===== src/rtl/core/selective_repeat_receiver_unit_defines.svh =====
// ----------------------------------------------------------------------------
// Selective repeat receiver assertion macros
// Concurrent assertion wrappers shared by the receiver RTL. Building with
// NO_ASSERTIONS defined turns every use into empty text.
// ----------------------------------------------------------------------------
`ifndef SELECTIVE_REPEAT_RECEIVER_UNIT_DEFINES_SVH
`define SELECTIVE_REPEAT_RECEIVER_UNIT_DEFINES_SVH

`ifndef NO_ASSERTIONS

// Assertion that is switched off while reset is high.
`define SRR_ASSERT(lbl, clk, rst, prop) \
   lbl: assert property (@(posedge clk) disable iff (rst) prop) \
      else $error("srr assertion failed");

// Assertion that is checked in every cycle, reset included.
`define SRR_ASSERT_ALWAYS(lbl, clk, prop) \
   lbl: assert property (@(posedge clk) prop) \
      else $error("srr assertion failed");

`else

`define SRR_ASSERT(lbl, clk, rst, prop)
`define SRR_ASSERT_ALWAYS(lbl, clk, prop)

`endif

`endif


===== src/rtl/core/srr_pkg.sv =====
// ----------------------------------------------------------------------------
// Selective repeat receiver package
// Shared constants, result codes and the payload word type.
// ----------------------------------------------------------------------------
`timescale 1ns / 1ps
`default_nettype none

package srr_pkg;

   // Packet geometry.
   localparam int PAYLOAD_BYTES = 20;
   localparam int SEQ_W         = 16;
   localparam int CHECK_W       = 32;

   // Checksum is formed from groups of bytes summed in parallel.
   localparam int SUM_GROUPS    = 4;
   localparam int GROUP_BYTES   = PAYLOAD_BYTES / SUM_GROUPS;
   localparam int GROUP_SUM_W   = 11;

   // Receive window register.
   localparam int          WIN_W        = 6;
   localparam logic [5:0]  WIN_RESET    = 6'd8;
   localparam logic [15:0] BASE_RESET   = 16'd1;

   // Default buffer depth handed to the top level.
   localparam int DEF_BUF_DEPTH = 64;

   // Result kinds.
   localparam logic KIND_ACK     = 1'b0;
   localparam logic KIND_DELIVER = 1'b1;

   // One stored payload, byte 0 in the lowest bits of lo.
   typedef struct packed {
      logic [31:0] hi;
      logic [63:0] mid;
      logic [63:0] lo;
   } payload_type;

endpackage

`default_nettype wire


===== src/rtl/core/srr_checksum.sv =====
// ----------------------------------------------------------------------------
// Selective repeat receiver checksum
// Two-stage check: grouped byte sums, then the total against the carried value.
// ----------------------------------------------------------------------------
`timescale 1ns / 1ps
`default_nettype none

module srr_checksum (
   input  wire logic                clock,
   input  wire logic [15:0]         seq,
   input  wire logic [15:0]         ack_num,
   input  wire logic signed [31:0]  check_value,
   input  wire srr_pkg::payload_type payload,
   output logic                     match_ff
);
   import srr_pkg::*;

   localparam int BYTES_W = 8 * PAYLOAD_BYTES;

   logic [BYTES_W-1:0]     bytes;
   logic [GROUP_SUM_W-1:0] group_in [SUM_GROUPS];
   logic [GROUP_SUM_W-1:0] group_ff [SUM_GROUPS];
   logic [CHECK_W-1:0]     total;
   logic                   match_in;

   assign bytes = payload;

   // Stage one: each group adds its bytes sign-extended.
   always_comb begin
      for (int g = 0; g < SUM_GROUPS; g++) begin
         group_in[g] = '0;
         for (int b = 0; b < GROUP_BYTES; b++) begin
            group_in[g] = group_in[g]
               + {{(GROUP_SUM_W-8){bytes[8*(g*GROUP_BYTES+b)+7]}},
                  bytes[8*(g*GROUP_BYTES+b) +: 8]};
         end
      end
   end

   always_ff @(posedge clock) begin
      for (int g = 0; g < SUM_GROUPS; g++) begin
         group_ff[g] <= group_in[g];
      end
   end

   // Stage two: group sums plus the two header numbers, compared in 32 bits.
   always_comb begin
      total = {16'd0, seq} + {16'd0, ack_num};
      for (int g = 0; g < SUM_GROUPS; g++) begin
         total = total + {{(CHECK_W-GROUP_SUM_W){group_ff[g][GROUP_SUM_W-1]}}, group_ff[g]};
      end
      match_in = (total == $unsigned(check_value));
   end

   always_ff @(posedge clock) begin
      match_ff <= match_in;
   end

endmodule

`default_nettype wire


===== config.mk =====
export PLATFORM = sky130hd
export DESIGN_NAME = srr_checksum
export DESIGN_NICKNAME = d
export VERILOG_FILES = /design/src/rtl/core/selective_repeat_receiver_unit_defines.svh /design/src/rtl/core/srr_pkg.sv /design/src/rtl/core/srr_checksum.sv
export SDC_FILE = /design/constraint.sdc
export NUM_CORES = 1
export LEC_CHECK = 0
export BUFFER_PORTS_ARGS = -buffer_cell sky130_fd_sc_hd__buf_2
export CAP_MARGIN = 40
export CORE_ASPECT_RATIO = 1.5
export CORE_MARGIN = 2
export CORE_UTILIZATION = 55
export DETAILED_ROUTE_END_ITERATION = 6
export HOLD_SLACK_MARGIN = 0.12
export PLACE_DENSITY = 0.89
export SLEW_MARGIN = 20
export SYNTH_ARGS = -nofsm -noshare
export SYNTH_HDL_FRONTEND = slang
export SYNTH_SLANG_ARGS = --single-unit

===== constraint.sdc =====
create_clock -name clock -period 8.7 [get_ports clock]
set_input_delay 1.74 -clock clock [delete_from_list [all_inputs] [get_ports clock]]
set_output_delay 1.74 -clock clock [all_outputs]
set_load 0.03 [all_outputs]

# [Word level (Yosys, flattened, before mapping)]
# Memories as Yosys holds them, arrays and structs flattened.
# Index checks and enable logic that the tools add are counted.
[totals] ff_bits=1 mem_bits_rw=44 in_bits=225 out_inout_bits=1 word_cells=24 n_memories=1
[classes] add_sub_neg=21 n_eq_ne=1
[memory_table] memory="group_ff" words=4 width=11 read_ports=4 rd_ports_with_merged_regs=0 write_ports=4 line="srr_checksum.sv:22" text="logic [GROUP_SUM_W-1:0] group_ff [SUM_GROUPS];"
[ops] op="10-bit by 8-bit adder with 11-bit output" count=4
[ops] op="11-bit adder" count=4
[ops] op="9-bit by 8-bit adder with 10-bit output" count=4
[ops] op="8-bit by 8-bit adder with 9-bit output" count=4
[ops] op="32-bit adder" count=1
[ops] op="32-bit equality test" count=1
[ops] op="20-bit by 11-bit adder with 21-bit output" count=1
[ops] op="19-bit by 11-bit adder with 20-bit output" count=1
[ops] op="18-bit by 11-bit adder with 19-bit output" count=1
[ops] op="16-bit by 16-bit adder with 17-bit output" count=1

# [Longest topological paths before layout]
[logic_depth] depth_word=6 ltp_mapped=34 ltp_nobuf=33

# [Worst setup path after synthesis]
# No wires, ideal clock.
[synth_timing] path_type="in2reg" startpoint="in seq[0]" endpoint="reg match_ff" setup_time_ns=0.064 arrival_ns=7.671 slack_ns=0.965 cell_stages=29 path_buffers=1 cell_sequence="ha_1 > inv_1 > fa_1 > nor2b_1 > o21ai_0 > a21oi_1 > o21ai_0 > nand2b_1 > xnor2_1 > fa_1 > inv_1 > fa_1 > ha_1 > and3_1 > a221o_1 > o41a_1 > a41oi_2 > or2b_1 > a21oi_1 > xnor2_1 > ha_1 > clkbuf_1 > a21o_1 > o21ai_0 > or2_2 > o22ai_1 > mux2i_1 > a221o_1 > nor2_1"
[synth_between] elab_chain_len=6
[synth_lines] item="from (decl)" line="srr_checksum.sv:10" text="input wire logic [15:0] seq,"
[synth_lines] item="16-bit by 16-bit adder with 17-bit output" line="srr_checksum.sv:48" text="total = {16'd0, seq} + {16'd0, ack_num};"
[synth_lines] item="18-bit by 11-bit adder with 19-bit output" line="srr_checksum.sv:50" text="total = total + {{(CHECK_W-GROUP_SUM_W){group_ff[g][GROUP_SUM_W-1]}}, group_ff[g]};"
[synth_lines] item="19-bit by 11-bit adder with 20-bit output" line="srr_checksum.sv:50"
[synth_lines] item="20-bit by 11-bit adder with 21-bit output" line="srr_checksum.sv:50"
[synth_lines] item="32-bit adder" line="srr_checksum.sv:50"
[synth_lines] item="32-bit equality test" line="srr_checksum.sv:52" text="match_in = (total == $unsigned(check_value));"
[synth_lines] item="named net match_in" line="srr_checksum.sv:24" text="logic match_in;"
[synth_lines] item="to (signal assigned)" line="srr_checksum.sv:56" text="match_ff <= match_in;"
[synth_lines] item="to (decl)" line="srr_checksum.sv:14" text="output logic match_ff"
# The timed path passes the listed nets, and every way through them passes these cells.

# [Final worst setup path]
[layout_timing] startpoint="in ack_num[0]" endpoint="reg match_ff"
[layout_between] elab_chain_len=6
[layout_lines] item="from (decl)" line="srr_checksum.sv:11" text="input wire logic [15:0] ack_num,"
[layout_lines] item="16-bit by 16-bit adder with 17-bit output" line="srr_checksum.sv:48"
[layout_lines] item="18-bit by 11-bit adder with 19-bit output" line="srr_checksum.sv:50"
[layout_lines] item="19-bit by 11-bit adder with 20-bit output" line="srr_checksum.sv:50"
[layout_lines] item="20-bit by 11-bit adder with 21-bit output" line="srr_checksum.sv:50"
[layout_lines] item="32-bit adder" line="srr_checksum.sv:50"
[layout_lines] item="32-bit equality test" line="srr_checksum.sv:52"
[layout_lines] item="named net match_in" line="srr_checksum.sv:24"
# The timed path passes the listed nets, and every way through them passes these cells.

==> results.sh <==
export IMPL_synth_top_area_share_pct=33.46
export IMPL_num_nets_final=1556
export IMPL_gp_congestion=0.8891
export IMPL_antenna_found_initial=1
export IMPL_nFillCells=1164
export IMPL_ys_warn_count=0
export IMPL_setup_viol=0
export IMPL_cp_num_buf_inv=3
export IMPL_slowest_delay_ns=0.43
export IMPL_final_cells=1290
export IMPL_finalMaxSlewViolations=0
export IMPL_place_hpwl_um=19640
export IMPL_wl_per_cell_um=16.96
export IMPL_netlist_area_mm2=0.008436
export IMPL_synth_area_top_cells="fa_1, ha_1, dfxtp_1"
export IMPL_grt_max_degree=16
export IMPL_setup_worst_path_class="primary input to register"
export IMPL_rrSetupSlack_ns=2.74
export IMPL_synth_edf_count=0
export IMPL_drive_above_1_share_pct=23.25
export IMPL_syn_inst=859
export IMPL_synthArstFlopShare_pct=0
export IMPL_max_slew_worst_pin_slew_ns=0.6086
export IMPL_post_cts_setup_buffer_count=0
export IMPL_dieHeight_um=155.7
export IMPL_cts_root_buffer="clkbuf_16"
export IMPL_required_ns=8.94
export IMPL_fp_dieW_um=105.1
export IMPL_dp_cells=1279
export IMPL_final_area_mm2=0.01000
export IMPL_hold_viol_final=0
export IMPL_worstPathArrival_ns=8.46
export IMPL_post_synth_top_area_cell="fa_1"
export IMPL_grt_pass1_wl_um=35940
export IMPL_slew_headroom_pct=59.37
export IMPL_maxCapViolCount=0
export IMPL_rows=55
export IMPL_rsz0062_at_grt="false"
export IMPL_ys_top_cells_by_count="fa_1, inv_1, ha_1, a21oi_1, xnor2_1"
export IMPL_path_delay_family="compound AO/OA/AOI/OAI gates"
export IMPL_fin_crit_sh_pct=94.50
export IMPL_vias=7054
export IMPL_synth_most_common_cell="fa_1"
export IMPL_avgSynthCellArea_um2=9.820
export IMPL_min_period_ns=8.221
export IMPL_ctsHoldBuffers=0
export IMPL_cts_buffers=5
export IMPL_path_clk_slew_ns=0.07
export IMPL_synthDistinctLibCells=61
export IMPL_start_kind="primary input"
export IMPL_endpoint_kind="register"
export IMPL_ys_ff_latch=45
export IMPL_cts_tree="built"
export IMPL_start_util_pct=55.97
export IMPL_clock_fmax_mhz=121.6
export IMPL_cts_sinks=45
export IMPL_fin_setup_tns_ns=0
export IMPL_drt_antenna_violating_nets=0
export IMPL_core_mm2=0.01507
export IMPL_cts_htree_levels=2
export IMPL_status="complete, no violations"
export IMPL_slowest_stage="fa_1"
export IMPL_die_area_mm2=0.01636
export IMPL_grt_pass1_vias=8015
export IMPL_hp_class="register to register"
export IMPL_vias_per_cell=5.468
export IMPL_cts_buffer_depth=2
export IMPL_hold_ws_ns=1.034
export IMPL_syn2layout_area_growth_pct=18.58
export IMPL_path_max_fanout=8
export IMPL_globalRouteOverflowTotal=0
export IMPL_yosysSeqAreaShare_pct=10.68
export IMPL_io_buffers=225
export IMPL_drt_total_wl_um=21880
export IMPL_first_iter_violations=261
export IMPL_insertion_delay_ns=0.29
export IMPL_post_cts_resized=0
export IMPL_syn_nets=1328
export IMPL_grtUsageTotal_pct=27.37
export IMPL_postPlaceCellArea_mm2=0.009799
export IMPL_finClkSkew_ns=0.009230
export IMPL_pin_count=226
export IMPL_synth_top_flop_cell="dfxtp_1"
export IMPL_first_pass_iters=7
export IMPL_drc=0
-- metrics by stage --
stage	utilization [%]	worst slack [ns]
floorplan	-	0.9648
global placement	65.02	0.2838
detailed placement	65.02	0.1728
CTS	66.22	0.4095
global route	66.36	0.05918
finish	66.38	0.4789
-- registers in the layout, summed over array words and instances (netlist names) --
register  flops
group_ff     44
match_ff      1
-- cell type report --
cell class | count | area (µm²) | share of cell area, %
Inverter | 122 | 457.9 | 4.578
Tap cell | 199 | 249.0 | 2.489
Multi-Input combinational cell | 687 | 7074 | 70.72
Antenna cell | 3 | 7.507 | 0.07505
Sequential cell | 45 | 900.9 | 9.006
Clock inverter | 2 | 41.29 | 0.4128
Timing Repair Buffer | 226 | 1134 | 11.33
Clock buffer | 6 | 138.9 | 1.388
-- cells in the final DEF (no fill, tap or decap), types with 5 or more instances in the layout --
master and count:
nor2_1 30, clkbuf_16 5, and3_1 5, fa_1 141, a21o_1 21, xor2_1 30, nand4_1 6, inv_1 122
ha_1 103, nor3_1 9, o21a_1 8, buf_2 225, xnor2_1 60, nand2b_1 9, o21ai_0 26, dfxtp_1 45
mux2i_1 5, o21bai_1 26, nand2_1 39, a211oi_1 5, nor4_1 5, nand3_1 13, nor2b_1 6, a21oi_1 70
-- path summary, 6_finish.rpt --
kind,endpoint,cells past startpoint,from
worst min register to register,match_ff,8,group_ff[3][7]
worst min-delay path,match_ff,8,group_ff[3][7]
worst max register to register,match_ff,21,group_ff[1][1]
worst max-delay path,match_ff,29,ack_num[0]
-- logic make-up after synthesis --
| family | share of synthesized area, % |
|---|---|
| adder cells (fa/ha/maj) | 48.74 |
| AO/OA/AOI/OAI | 16.32 |
| flip-flops | 10.68 |
| buffers and inverters | 5.651 |
| AND/OR/NAND/NOR | 8.173 |
| XOR/XNOR | 9.448 |
| multiplexers | 0.9938 |
-- worst reg2reg max path, delay by kind of cell (launching register included) --
kind | cells | cell delay, ns
multiplexers | 1 | 0.12
AO/OA/AOI/OAI | 9 | 2.49
buffers and inverters | 2 | 0.12
flip-flops | 1 | 0.31
XOR/XNOR | 1 | 0.09
adder cells (fa/ha/maj) | 5 | 2.13
AND/OR/NAND/NOR | 3 | 0.66
-- routing by layer --
metal / global-route usage (%) / vias to the layer above / wire [µm]
li1: - / 3373 / -
met5: 0 / - / 0
met3: 3.467 / 61 / 813
met4: 8.381 / 0 / 693
met1: 27.25 / 3413 / 7595
met2: 57.17 / 207 / 12780
Power is not shown: default switching activity piles up to over one toggle a cycle in this logic, so the estimate is an artifact.
